`src/sv/twrt_pkg.sv`:
```
// Shared types for the tile window residency tracker.
package twrt_pkg;

    localparam int CoordW = 32;
    localparam int WidthW = 24;
    localparam int RadW   = 2;
    localparam int CfgIdxW = 1;

    localparam logic [CfgIdxW-1:0] CfgTileWidth    = 1'b0;
    localparam logic [CfgIdxW-1:0] CfgWindowRadius = 1'b1;

    typedef struct packed {
        logic              vld;
        logic [CoordW-1:0] x;
        logic [CoordW-1:0] z;
    } tag_t;

    typedef struct packed {
        logic              evict;
        logic [CoordW-1:0] centre_x;
        logic [CoordW-1:0] centre_z;
        logic [RadW-1:0]   radius;
        logic [CoordW-1:0] cand_x;
        logic [CoordW-1:0] cand_z;
    } cell_ctrl_t;

    typedef struct packed {
        logic              done;
        logic [CoordW-1:0] quotient;
    } div_status_t;

endpackage

```
`src/sv/twrt_cell.sv`:
```
// One tag cell of the residency chain: holds a tag, evicts it and passes it on.
module twrt_cell
(
    input  logic                   clk,
    input  logic                   rst_n,
    input  twrt_pkg::cell_ctrl_t   ctrl,
    input  twrt_pkg::tag_t         left,
    input  logic                   right_vld,
    output twrt_pkg::tag_t         tag,
    output logic                   hit
);
    localparam int CW = twrt_pkg::CoordW;

    logic          vld_reg;
    logic [CW-1:0] x_reg;
    logic [CW-1:0] z_reg;
    logic [CW-1:0] dx;
    logic [CW-1:0] dz;
    logic [CW-1:0] mag_x;
    logic [CW-1:0] mag_z;
    logic          in_range;
    logic          vld_next;
    logic          take;

    assign dx       = x_reg - ctrl.centre_x;
    assign dz       = z_reg - ctrl.centre_z;
    assign mag_x    = dx[CW-1] ? (CW'(0) - dx) : dx;
    assign mag_z    = dz[CW-1] ? (CW'(0) - dz) : dz;
    assign in_range = (mag_x <= CW'(ctrl.radius)) && (mag_z <= CW'(ctrl.radius));

    assign tag.vld = vld_reg;
    assign tag.x   = x_reg;
    assign tag.z   = z_reg;
    assign hit     = vld_reg && (x_reg == ctrl.cand_x) && (z_reg == ctrl.cand_z);

    // Outside an eviction, a tag moves toward the far end whenever the next cell is empty.
    always_comb
    begin
        vld_next = vld_reg;
        take     = 1'b0;
        if (ctrl.evict)
        begin
            if (vld_reg && !in_range)
            begin
                vld_next = 1'b0;
            end
        end
        else if (vld_reg)
        begin
            if (!right_vld)
            begin
                vld_next = 1'b0;
            end
        end
        else if (left.vld)
        begin
            vld_next = 1'b1;
            take     = 1'b1;
        end
    end

    always_ff @(posedge clk or negedge rst_n)
    begin
        if (!rst_n)
        begin
            vld_reg <= 1'b0;
        end
        else
        begin
            vld_reg <= vld_next;
        end
    end

    always_ff @(posedge clk)
    begin
        if (take)
        begin
            x_reg <= left.x;
            z_reg <= left.z;
        end
    end

endmodule

```
`config.mk`:
```
export PLATFORM = sky130hd
export DESIGN_NAME = twrt_cell
export DESIGN_NICKNAME = d
export VERILOG_FILES = /design/src/sv/twrt_pkg.sv /design/src/sv/twrt_cell.sv
export SDC_FILE = /design/constraint.sdc
export NUM_CORES = 1
export LEC_CHECK = 0
export BUFFER_PORTS_ARGS = -buffer_cell sky130_fd_sc_hd__buf_4
export CAP_MARGIN = 20
export CORE_UTILIZATION = 58
export DETAILED_ROUTE_END_ITERATION = 12
export GPL_ROUTABILITY_DRIVEN = 1
export PLACE_DENSITY = 0.88
export SLEW_MARGIN = 20
export SYNTH_ARGS = -nofsm -noshare
export SYNTH_HDL_FRONTEND = slang
export SYNTH_SLANG_ARGS = --single-unit
```
`constraint.sdc`:
```
create_clock -name clk -period 15.1 [get_ports clk]
set_input_delay 3.775 -clock clk [delete_from_list [all_inputs] [get_ports clk]]
set_output_delay 3.775 -clock clk [all_outputs]
set_load 0.01 [all_outputs]
```
; Word-level counts from Yosys, hierarchy flattened
; Index checks and enable logic that the tools add are counted.
[classes]
n_addsub = 4
magnitude_cmp = 2
n_eq_ne = 3
n_mux = 9
reduce_logical = 5
[ops]
columns = operator, n
row1 = 32-bit == test, 2
row2 = 32-bit by 2-bit less-or-equal comparator with 1-bit output, 2
row3 = 32-bit two-way mux, 2
row4 = 1-bit by 32-bit subtractor with 32-bit output (first input constant), 2
row5 = 32-bit subtractor, 2
row6 = 1-bit two-way mux, 7
row7 = 1-bit logical AND, 4
row8 = 2-bit by 1-bit != test with 1-bit output (second input constant), 1
row9 = 1-bit logical NOT, 1
[totals]
register_bits = 65
wordCells = 26

; Depth between registers and ports, before layout
[depth]
ltp_word = 9
mapped_depth = 26

; Least setup slack after synthesis
; OpenSTA, ideal clock, no wires.
[synth_path]
path_kind = input port to flip-flop
start = input ctrl[130] (netlist name)
end = register x_reg[0], enable pin
t_arrival_ps = 8477
required_ps = 14521
path_slack_ps = 6044
path_stages = 1
n_path_buf = 0
cell_sequence = nor3b_1
[synth_via]
elab_chain_len = 1
[synth_lines]
columns = item, line
row1 = "start, declared", twrt_cell.sv:6  ; input twrt_pkg::cell_ctrl_t ctrl,
row2 = 1-bit two-way mux, twrt_cell.sv:41  ; if (ctrl.evict)
row3 = "end signal, assigned", twrt_cell.sv:78  ; x_reg <= left.x;
row4 = "end, declared", twrt_cell.sv:15  ; logic [CW-1:0] x_reg;
; Every way passes these cells.
; A chain may end at the register's enable or synchronous reset.

; Final worst setup path
[layout_path]
start = input ctrl[34] (netlist name)
end = output hit
[layout_via]
elab_chain_len = 3
[layout_lines]
columns = item, line
row1 = 32-bit == test, twrt_cell.sv:34  ; assign hit = vld_reg && (x_reg == ctrl.cand_x) && (z_reg == ctrl.cand_z);
row2 = 1-bit logical AND (2 in a row), twrt_cell.sv:34
row3 = "end, declared", twrt_cell.sv:10  ; output logic hit
; Every way passes these cells.

==> impl_metrics.toml <==
[yosys]
synth_top_area_cell = "edfxtp_1"
post-synth-top-area-fraction_pct = 21.54
synth_ff_type = "edfxtp_1"
synth_area_leaders = "edfxtp_1 (22%), ha_1 (9.5%), xnor2_1 (7.0%)"
yosysSeqAreaShare_pct = 21.82
yosysWarnings = 0
synth_commonest_cells = "a21oi_1 (96), inv_1 (92), nand2_1 (89)"
syn-cell-area_sq_um = 8924
synth_edf_count = 64
async_reset_ff_share_pct = 1.538
yosysMostFrequentCell = "a21oi_1"
synth_seq_cells = 65
synth.distinct_cells = 85
synth_fp_nets = 1405
synthCells = 1136
syn_area_per_cell_sq_um = 7.855

[drt]
num_vias = 10243
dr.pass1.iters = 6
wl_um = 32160
drt-initial-drc-count = 1248
drc_errors = 0
wl_per_cell_um = 20.57
vias_per_cell = 6.553
antenna_left = 0

[critical_path]
cp.arrival_ns = 5.77
start_kind = "input port"
end_kind = "primary output"
path_max_fanout = 1
worst-endpoint-required_ns = 11.32
critical_path_class = "input port to primary output"

[floorplan]
dieHeight_um = 126.0
die_w_um = 126.0
dieArea_sq_um = 15890
start_util_pct = 60.48
num_rows = 44
core_sq_um = 14750
io_pins = 265

[outcome]
status = "complete, no violations"

[global_route]
first_global_vias = 9385
grt_pass1_wl_um = 49310
grt_antenna_before_repair = 0
grt_max_degree = 43
track_usage_pct = 39.64
grt-ovfl-total = 0

[min_path]
hp-class = "register to register"

[timing]
fin_worst_skew_ns = 0.01398
rsz0062_at_grt = "false"
drv_slew = 0
fin_crit_ns = 9.547
setup_viol = 0
fin_crit_sh_pct = 63.23
layout_setup_ws_ns = 5.553
holdWs_ns = 0.8573
max_freq_ghz = 0.1047
tns_ns = 0
tightest_slew_ns = 0.9865
hold_viol = 0
max-slew-margin-rel_pct = 33.76

[cells_and_area]
nets = 1643
design_area_sq_um = 11340
final_layout_size_suffix_gt1_share_pct = 22.41
synthToLayoutAreaGrowth_pct = 27.12
fillers = 1138
finalNonFillerCells = 1563
final_util_pct = 76.88
n_antenna_cell = 0

[clock_network]
clkTransAtPathRegs_ns = 0.07
cts_tree = "yes"
ctsResizeCount = 0
clk_latency_ns = 0.35
cts_buffers = 9
clock_path_buffers = 2
cts_setup_buffers = 0
clk_root_buffer_cell = "clkbuf_16"
cts-htree-levels = 3
hold_buffers = 0
clock-sinks = 65

[placed_design]
dp.cells = 1547
dpl.hpwl_um = 26270
dpl_cell_area_sq_um = 11000
dp_slack_ns = 5.624
port_buffers = 264
place_congestion = 0.9719

[pwr]
p_sw_share_pct = 38.77
p_leak_nw = 4.830
cellInternalPower_uw = 531.5
power.switching_uw = 336.5
finalPower_uw = 868.0
seqPwrFrac_pct = 25.2
combPwrFrac_pct = 45.1
power_density_nw_per_um2 = 76.52
p_clk_share_pct = 29.8
vdd_drop_max_uv = 68.46

[run]
max_cap_viol_count = 0
cell type report:
cell class | count | area [sq um] | area share [%]
repair buffers | 270 | 2027 | 17.87
clock inverters | 6 | 115.1 | 1.015
flip-flops and latches | 65 | 1947 | 17.16
multi-input cells | 936 | 6450 | 56.86
clock buffers | 10 | 229.0 | 2.019
inverters | 92 | 345.3 | 3.044
well taps | 184 | 230.2 | 2.030
cell families after synthesis:
family / Yosys count / synth area share (%)
AND/OR/NAND/NOR: 374 / 21.69
buffers and inverters: 135 / 5.959
AO/OA/AOI/OAI: 370 / 28.42
XOR/XNOR: 114 / 11.19
multiplexers: 8 / 0.9394
adder cells (fa/ha/maj): 70 / 9.983
flip-flops: 65 / 21.82
worst paths after layout:
kind,startpoint,endpoint,slack (ns),depth (start not counted)
min,vld_reg$_DFFE_PN0P_,vld_reg$_DFFE_PN0P_,0.86,2
min in group asynchronous,rst_n,vld_reg$_DFFE_PN0P_,3.18,1
max,ctrl[34],hit,5.55,7
max in group asynchronous,rst_n,vld_reg$_DFFE_PN0P_,11.84,1
max reg2reg,z_reg[10]$_DFFE_PP_,vld_reg$_DFFE_PN0P_,9.11,22
min reg2reg,vld_reg$_DFFE_PN0P_,vld_reg$_DFFE_PN0P_,0.86,2
power by group through the flow:
stage	logic [mW]	registers [mW]	clock network (mW)
after CTS	0.380	0.218	0.256
final	0.391	0.218	0.258
after global placement	0.372	0.221	0
after global routing	0.422	0.219	0.263
after detailed placement	0.377	0.222	0
after floorplan	0.251	0.222	0
metal layers:
| metal | track usage (%) | wire [um] |
|---|---|---|
| met4 | 13.39 | 979 |
| met2 | 65.49 | 14800 |
| met3 | 6.245 | 3247 |
| met5 | 0 | 0 |
| met1 | 52.69 | 13130 |
critical path, stage by stage:
cell and delay [ns]:
buf_4 0.11, xnor2_1 0.14, nand4_1 0.32, nor4_1 0.47
nand3_1 0.13, nor4_1 0.59, buf_4 0.23
cells in the final DEF (no fill, tap or decap), types with 20 or more instances in the layout:
cell	n
inv_1	92
nand4_1	32
o21ai_0	60
ha_1	68
xor2_1	43
nand2_1	89
nor3_1	36
o21a_1	23
a21o_1	24
nand3_1	36
nor4_1	22
a21oi_1	96
buf_4	270
nor2_1	72
edfxtp_1	64
o211ai_1	20
xnor2_1	71
No activity file was read; power rests on OpenSTA's default activity.
