**src/sv/twrt_pkg.sv**
```systemverilog
// Shared types for the tile window residency tracker.
package twrt_pkg;

    localparam int CoordW = 32;
    localparam int WidthW = 24;
    localparam int RadW   = 2;
    localparam int CfgIdxW = 1;

    localparam logic [CfgIdxW-1:0] CfgTileWidth    = 1'b0;
    localparam logic [CfgIdxW-1:0] CfgWindowRadius = 1'b1;

    typedef struct packed {
        logic              vld;
        logic [CoordW-1:0] x;
        logic [CoordW-1:0] z;
    } tag_t;

    typedef struct packed {
        logic              evict;
        logic [CoordW-1:0] centre_x;
        logic [CoordW-1:0] centre_z;
        logic [RadW-1:0]   radius;
        logic [CoordW-1:0] cand_x;
        logic [CoordW-1:0] cand_z;
    } cell_ctrl_t;

    typedef struct packed {
        logic              done;
        logic [CoordW-1:0] quotient;
    } div_status_t;

endpackage

```
**src/sv/twrt_div.sv**
```systemverilog
// Bit-serial signed floor divider of a 32-bit position by the unsigned tile width.
module twrt_div
(
    input  logic                         clk,
    input  logic                         rst_n,
    input  logic                         start,
    input  logic [twrt_pkg::CoordW-1:0]  dividend,
    input  logic [twrt_pkg::WidthW-1:0]  divisor,
    output twrt_pkg::div_status_t        status
);
    localparam int CW = twrt_pkg::CoordW;
    localparam int WW = twrt_pkg::WidthW;

    logic [WW-1:0]          rem_reg;
    logic [CW-1:0]          quo_reg;
    logic [WW-1:0]          dvs_reg;
    logic                   neg_reg;
    logic [$clog2(CW)-1:0]  cnt_reg;
    logic                   busy_reg;
    logic                   done_reg;
    logic [WW:0]            trial;
    logic [WW:0]            shifted;
    logic                   fits;
    logic [CW-1:0]          mag_q;

    assign shifted = {rem_reg, quo_reg[CW-1]};
    assign trial   = shifted - {1'b0, dvs_reg};
    assign fits    = shifted >= {1'b0, dvs_reg};
    assign mag_q   = quo_reg;

    // Negative positions round toward minus infinity when a remainder is left.
    always_comb
    begin
        status.done = done_reg;
        if (neg_reg)
        begin
            status.quotient = CW'(0) - mag_q - CW'(rem_reg != '0);
        end
        else
        begin
            status.quotient = mag_q;
        end
    end

    always_ff @(posedge clk or negedge rst_n)
    begin
        if (!rst_n)
        begin
            busy_reg <= 1'b0;
            done_reg <= 1'b0;
            cnt_reg  <= '0;
        end
        else
        begin
            done_reg <= !start && busy_reg && (cnt_reg == ($clog2(CW))'(CW - 1));
            if (start)
            begin
                busy_reg <= 1'b1;
                cnt_reg  <= '0;
            end
            else if (busy_reg)
            begin
                cnt_reg <= cnt_reg + 1'b1;
                if (cnt_reg == ($clog2(CW))'(CW - 1))
                begin
                    busy_reg <= 1'b0;
                end
            end
        end
    end

    always_ff @(posedge clk)
    begin
        if (start)
        begin
            neg_reg <= dividend[CW-1];
            quo_reg <= dividend[CW-1] ? (CW'(0) - dividend) : dividend;
            rem_reg <= '0;
            dvs_reg <= divisor;
        end
        else if (busy_reg)
        begin
            if (fits)
            begin
                rem_reg <= trial[WW-1:0];
                quo_reg <= {quo_reg[CW-2:0], 1'b1};
            end
            else
            begin
                rem_reg <= shifted[WW-1:0];
                quo_reg <= {quo_reg[CW-2:0], 1'b0};
            end
        end
    end

endmodule

```
**config.mk**
```make
export PLATFORM = sky130hd
export DESIGN_NAME = twrt_div
export DESIGN_NICKNAME = d
export VERILOG_FILES = /design/src/sv/twrt_pkg.sv /design/src/sv/twrt_div.sv
export SDC_FILE = /design/constraint.sdc
export NUM_CORES = 1
export LEC_CHECK = 0
export BUFFER_PORTS_ARGS = -buffer_cell sky130_fd_sc_hd__clkbuf_2
export CELL_PAD_IN_SITES_DETAIL_PLACEMENT = 1
export CELL_PAD_IN_SITES_GLOBAL_PLACEMENT = 1
export CORE_MARGIN = 8
export CORE_UTILIZATION = 42
export CTS_BUF_LIST = sky130_fd_sc_hd__clkbuf_2 sky130_fd_sc_hd__clkbuf_4 sky130_fd_sc_hd__clkbuf_8
export DETAILED_ROUTE_END_ITERATION = 6
export PLACE_DENSITY = 0.83
export SLEW_MARGIN = 10
export SYNTH_ARGS = -nofsm -noshare
export SYNTH_HDL_FRONTEND = slang
export SYNTH_SLANG_ARGS = --single-unit
```
**constraint.sdc**
```tcl
create_clock -name clk -period 3.5 [get_ports clk]
set_input_delay 0.35 -clock clk [delete_from_list [all_inputs] [get_ports clk]]
set_output_delay 0.35 -clock clk [all_outputs]
set_load 0.02 [all_outputs]
```
# Yosys cells after proc, flatten, opt, wreduce, memory -nomap -nowiden
# Cells that the tools add are included.
# W data, S select, Z words.
[op_classes]
addsub = 5
n_mul = 0
div = 0
order_cmp = 1
eq_ne = 1
n_shift = 0
n_mux = 11
n_bitwise = 0
reduce_logical = 5
[op_table]
columns = ["cell", "n"]
rows = [
  ["$mux W32", 4],
  ["$sub A1 B32 Y32 const A", 2],
  ["$sub A32 B1 Y32", 1],
  ["$ge A25 B24 Y1", 1],
  ["$mux W24", 1],
  ["$reduce_bool A24 Y1", 1],
  ["$sub A24 B24 Y24", 1],
  ["$mux W5", 2],
  ["$add A5 B1 Y5 const B", 1],
  ["$eq A5 B5 Y1 const B", 1],
  ["$mux W1", 4],
  ["$logic_and A1 B1 Y1", 2],
  ["$reduce_bool A2 Y1", 1],
  ["$logic_not A1 Y1", 1],
]
[totals]
register_bits = 88
latchBits = 0
ram_bits = 0
mem_bits_ro = 0
inputBits = 59
output_inout_bits = 33
word_cells = 30
n_memories = 0

# Longest topological paths before layout
[depth]
word_depth = 4
depth_mapped = 15
mapped_depth_nobuf = 15

# Least setup slack after synthesis
# OpenSTA, ideal clock, no wires.
[synth_path]
path_kind = "register to output"
start = "register rem_reg[17]"
end = "output port status[29] in the netlist's numbering"
arrival_time_ns = 3.111
t_required_ns = 3.150
slack_ns = 0.039
path_stages_with_launch = 16
cell_sequence = "dfxtp_1 -> nor4_1 -> nand4_1 -> nor2_1 -> ha_1 -> ha_1 -> inv_1 -> ha_1 -> nor2_1 -> o2111ai_1 -> a21oi_1 -> o211ai_1 -> a2111oi_0 -> o41ai_1 -> a2111oi_0 -> nand3b_1"
[synth_rtl]
columns = ["item", "line_no", "source"]
rows = [
  ["start: declaration", "twrt_div.sv:14", "logic [WW-1:0] rem_reg;"],
  ["start signal: assignment", "twrt_div.sv:85", "rem_reg <= trial[WW-1:0];"],
  ["start signal: assignment", "twrt_div.sv:90", "rem_reg <= shifted[WW-1:0];"],
  ["end: declaration", "twrt_div.sv:9", "output twrt_pkg::div_status_t status"],
]

==> impl_results.html <==
<table>
<tr><th>Metric</th><th>Value</th></tr>
<tr><th colspan="2">Cells and area</th></tr>
<tr><td>P&amp;R area growth vs syn</td><td>20.8%</td></tr>
<tr><td>Number of filler instances in the final layout</td><td>roughly 2200</td></tr>
<tr><td>Count of antenna diodes in the layout</td><td>0</td></tr>
<tr><td>Area of combinational cells with multiple inputs</td><td>roughly 5200 um^2</td></tr>
<tr><td>Share of cells above drive strength 1</td><td>between 20 and 25%</td></tr>
<tr><td>Final non-filler cell area</td><td>9420 um^2</td></tr>
<tr><td>Post-Layout Cell Count</td><td>~1300</td></tr>
<tr><td>Final net count</td><td>approximately 1200</td></tr>
<tr><td>Number of flip-flops in the largest register</td><td>32</td></tr>
<tr><td>Total area of sequential cells</td><td>~2400 um^2</td></tr>
<tr><td>Final Core Density</td><td>roughly half</td></tr>
<tr><th colspan="2">Floorplanning</th></tr>
<tr><td>Top Ports</td><td>92</td></tr>
<tr><td>Initial Utilization</td><td>42.3%</td></tr>
<tr><td>Floorplan die height</td><td>152 um</td></tr>
<tr><td>Row count</td><td>50</td></tr>
<tr><td>CORE AREA</td><td>approximately 18000 um^2</td></tr>
<tr><td>Area of the die</td><td>around 23000 um^2</td></tr>
<tr><td>Die span in x</td><td>about 150 um</td></tr>
<tr><th colspan="2">Worst hold path</th></tr>
<tr><td>Tightest Hold Check Type</td><td>primary input to register</td></tr>
<tr><th colspan="2">Timing</th></tr>
<tr><td>RSZ-0062 raised after global routing</td><td>true</td></tr>
<tr><td>Fin Setup TNS</td><td>-4420 ps</td></tr>
<tr><td>Max-slew violations</td><td>0</td></tr>
<tr><td>Worst-case setup margin in the final layout</td><td>-585 ps</td></tr>
<tr><td>Period Utilization, post-route</td><td>117%</td></tr>
<tr><td>Hold Violations, Final</td><td>0</td></tr>
<tr><td>F_max</td><td>about 0.24 GHz</td></tr>
<tr><td>Final critical path time including I/O delays and setup</td><td>a little over 4000 ps</td></tr>
<tr><td>Final worst hold slack</td><td>approximately 130 ps</td></tr>
<tr><td>Fin Clk Skew</td><td>around 13 ps</td></tr>
<tr><td>Measured slew at the worst slew-check pin</td><td>just over 800 ps</td></tr>
<tr><td>Final setup violation count</td><td>19</td></tr>
<tr><td>Relative slew margins</td><td>~45%</td></tr>
<tr><th colspan="2">Synthesis</th></tr>
<tr><td>Cell area after synthesis</td><td>7800 um^2</td></tr>
<tr><td>Post-synth net total</td><td>1064</td></tr>
<tr><td>Fraction of synthesized cell area taken by the top area cell type</td><td>21.9%</td></tr>
<tr><td>Post-synthesis sequential area ratio</td><td>between 30% and 40%</td></tr>
<tr><td>Ranking of synthesized cells by area</td><td>edfxtp_1 22%, ha_1 9.9%, dfxtp_1 6.2%, a21oi_1 4.8%, nor2_1 4.8%</td></tr>
<tr><td>Post-synthesis cell type with the largest combined area</td><td>edfxtp_1</td></tr>
<tr><td>Number of flops mapped to enable cells by yosys</td><td>between 50 and 60</td></tr>
<tr><td>Async S/R FF share, synth</td><td>under 10%</td></tr>
<tr><td>Syn_area_per_cell</td><td>~8.3 um^2</td></tr>
<tr><td>Synthesis-stage register bit count</td><td>between 80 and 90</td></tr>
<tr><td>Syn Inst Count</td><td>roughly 940</td></tr>
<tr><td>Count of synthesis-stage warnings from yosys</td><td>0</td></tr>
<tr><td>Main flop type after synthesis</td><td>edfxtp_1</td></tr>
<tr><td>Unique cell type count in the Yosys netlist</td><td>73</td></tr>
<tr><th colspan="2">Setup path</th></tr>
<tr><td>Cell family contributing the most delay on the critical path</td><td>compound AO/OA/AOI/OAI gates</td></tr>
<tr><td>Biggest cell delay along the critical path</td><td>about 330 ps</td></tr>
<tr><td>Data required time at the worst endpoint</td><td>between 3000 and 4000 ps</td></tr>
<tr><td>Kind of start point of the critical path</td><td>register</td></tr>
<tr><td>Data arrival time of the critical path</td><td>about 3700 ps</td></tr>
<tr><td>Buffers and inverters on the worst path</td><td>5</td></tr>
<tr><td>Top cell by count, worst path</td><td>buf_4</td></tr>
<tr><td>Crit path cell chain</td><td>nor4_1, nand4_1, nor2_2, ha_2, ha_4, inv_4, ha_4, nor2_4, o2111ai_4, a21oi_2, o211ai_1, a2111oi_2, buf_4, buf_4, buf_6, nor3_1, xor2_1, mux2i_1, buf_4</td></tr>
<tr><td>Critical setup path kind</td><td>register to output port</td></tr>
<tr><td>Highest fanout seen on the critical path</td><td>2</td></tr>
<tr><td>Capturing element type of the critical path</td><td>output port</td></tr>
<tr><td>Slowest cell on the critical path</td><td>dfxtp_1</td></tr>
<tr><th colspan="2">Placement</th></tr>
<tr><td>Count of buffers inserted at the top-level ports</td><td>91</td></tr>
<tr><td>Half-perimeter wire length after placement</td><td>~18 mm</td></tr>
<tr><td>Setup WS pre-CTS</td><td>-503 ps</td></tr>
<tr><td>Total placed instance area</td><td>approximately 8700 um^2</td></tr>
<tr><td>Weighted congestion at the end of routability-driven global placement</td><td>roughly 0.85</td></tr>
<tr><td>Number of cells after detailed placement</td><td>1271</td></tr>
<tr><th colspan="2">Run status</th></tr>
<tr><td>Result of the run</td><td>finished with violations</td></tr>
<tr><td>Violations in the final reports</td><td>setup timing</td></tr>
<tr><th colspan="2">GRT</th></tr>
<tr><td>Global-route wire length before repair</td><td>roughly 40 mm</td></tr>
<tr><td>Antenna violations before repair</td><td>0</td></tr>
<tr><td>Via count of the first global-routing pass</td><td>8072</td></tr>
<tr><td>GRT Util Overall</td><td>between 20 and 25%</td></tr>
<tr><td>Overflow after GRT</td><td>0</td></tr>
<tr><td>Largest net degree at the start of global routing</td><td>53</td></tr>
<tr><th colspan="2">Detailed routing</th></tr>
<tr><td>DRT Pass-1 Iters</td><td>5</td></tr>
<tr><td>Total wire length</td><td>around 24 mm</td></tr>
<tr><td>Post-detailed-route wirelength per cell</td><td>between 15 and 20 um</td></tr>
<tr><td>DR vias/cell</td><td>a little under 6</td></tr>
<tr><td>DRT antenna net count</td><td>0</td></tr>
<tr><td>DRC violation count after routing</td><td>0</td></tr>
<tr><td>Number of DRC violations after detailed-routing iteration 0</td><td>around 440</td></tr>
<tr><td>Count of vias placed by the detailed router</td><td>approximately 7700</td></tr>
<tr><th colspan="2">Clock network</th></tr>
<tr><td>Largest buffer count on any clock path</td><td>2</td></tr>
<tr><td>TritonCTS clock tree</td><td>yes</td></tr>
<tr><td>Root Buffer Master</td><td>clkbuf_8</td></tr>
<tr><td>Clock slew at the register clock pins of the worst setup and hold paths</td><td>approximately 100 ps</td></tr>
<tr><td># H-tree levels</td><td>3</td></tr>
<tr><td>Total clock sinks</td><td>88</td></tr>
<tr><td>TritonCTS buffer count</td><td>9</td></tr>
<tr><td>Later-pin clock latency in the skew report</td><td>roughly 390 ps</td></tr>
<tr><th colspan="2">Power and ir drop</th></tr>
<tr><td>Overall power after layout</td><td>between 5 and 6 mW</td></tr>
<tr><td>Worst IR Drop VDD</td><td>between 200 and 300 uV</td></tr>
<tr><td>Power Density</td><td>636 nW/um^2</td></tr>
<tr><td>Pleak</td><td>4.28 nW</td></tr>
<tr><th colspan="2">Job</th></tr>
<tr><td>Total of max-cap violations</td><td>0</td></tr>
</table>
[placed cells by master (no fill, tap or decap), types with 9 or more instances in the layout]
master	Yosys	final
ha_1	62	58
dfxtp_2	0	10
o21ai_0	53	40
o21ai_1	15	23
nor2_1	99	97
dfxtp_1	24	14
xor2_1	37	36
mux2i_1	12	12
o21bai_1	10	9
xnor2_1	32	32
nand4_1	13	13
a21oi_1	75	69
clkbuf_8	3	12
a311oi_1	12	12
nand2_1	72	72
a21o_1	30	30
edfxtp_1	57	57
nor3_1	12	12
o211ai_1	9	9
o31ai_1	13	13
clkbuf_2	0	66
o21a_1	12	12
inv_1	81	80
buf_4	2	78
nand3_1	24	24
[report_power, final]
| group | internal (mW) | total (mW) | switching (mW) |
|---|---|---|---|
| combinational | 1.66 | 3.80 | 2.15 |
| clock | 0.356 | 0.742 | 0.386 |
| sequential | 1.30 | 1.45 | 0.142 |
[path summary, 6_finish.rpt]
path,startpoint,end,slack (ps),cells past startpoint
worst min-delay path,divisor[1],dvs_reg[1]$_DFFE_PP_,130,1
min in group asynchronous,rst_n,done_reg$_DFF_PN0_,330,2
worst min register to register,cnt_reg[4]$_DFFE_PN0P_,cnt_reg[4]$_DFFE_PN0P_,540,2
worst max-delay path,rem_reg[12]$_SDFFE_PP0P_,status[25],-590,19
worst max register to register,dvs_reg[0]$_DFFE_PP_,rem_reg[12]$_SDFFE_PP0P_,260,10
max in group asynchronous,rst_n,cnt_reg[4]$_DFFE_PN0P_,2980,2
[layer usage]
layer | wire [um] | share of wire [%] | GRT usage [%]
met5 | 0 | 0 | 0
met4 | 584 | 2.4 | 7.43
met3 | 849 | 3.5 | 2.98
met2 | 12700 | 52 | 38.0
met1 | 10300 | 42 | 23.9
[cells in the mapped netlist (all sizes together) (7+ instances only)]
master,n
buf,9
nor4,12
nand3,24
ha,62
dfxtp,24
xnor2,32
o21a,12
nor3,13
o41ai,7
mux2i,12
o31ai,14
o21bai,10
a311oi,12
o311a,7
nand2,72
clkbuf,34
a21oi,75
nor2,100
edfxtp,57
xor2,37
a211o,7
o211ai,9
nand4,14
and3,7
or4,11
o21ai,68
dfrtp,7
a21o,30
inv,81
[cell type report]
| type | instances | share of cell area (%) |
|---|---|---|
| Inverter | 81 | 3.25 |
| Clock inverter | 5 | 0.598 |
| Clock buffer | 11 | 1.54 |
| Sequential cell | 88 | 25.3 |
| Tap cell | 234 | 3.11 |
| Multi-Input combinational cell | 730 | 55.3 |
| Timing Repair Buffer | 155 | 11.0 |
[kinds of logic after synthesis]
group | synth area share [%]
muxes | 1.54
adders and majority gates | 10.2
xor gates and xnor gates | 7.75
and+or+nand+nor | 17.9
DFF | 30.3
buffers and inverters | 6.45
AOI/OAI and AO/OA | 25.8
[repair_timing]
action,in CTS,in global routing
gates resized for setup,64,62
buffers inserted,10,7
setup endpoints to repair,21,24
pin swaps,26,40
hold buffers,1,0
hold endpoints to repair,7,0
(Power assumes the default switching activity.)
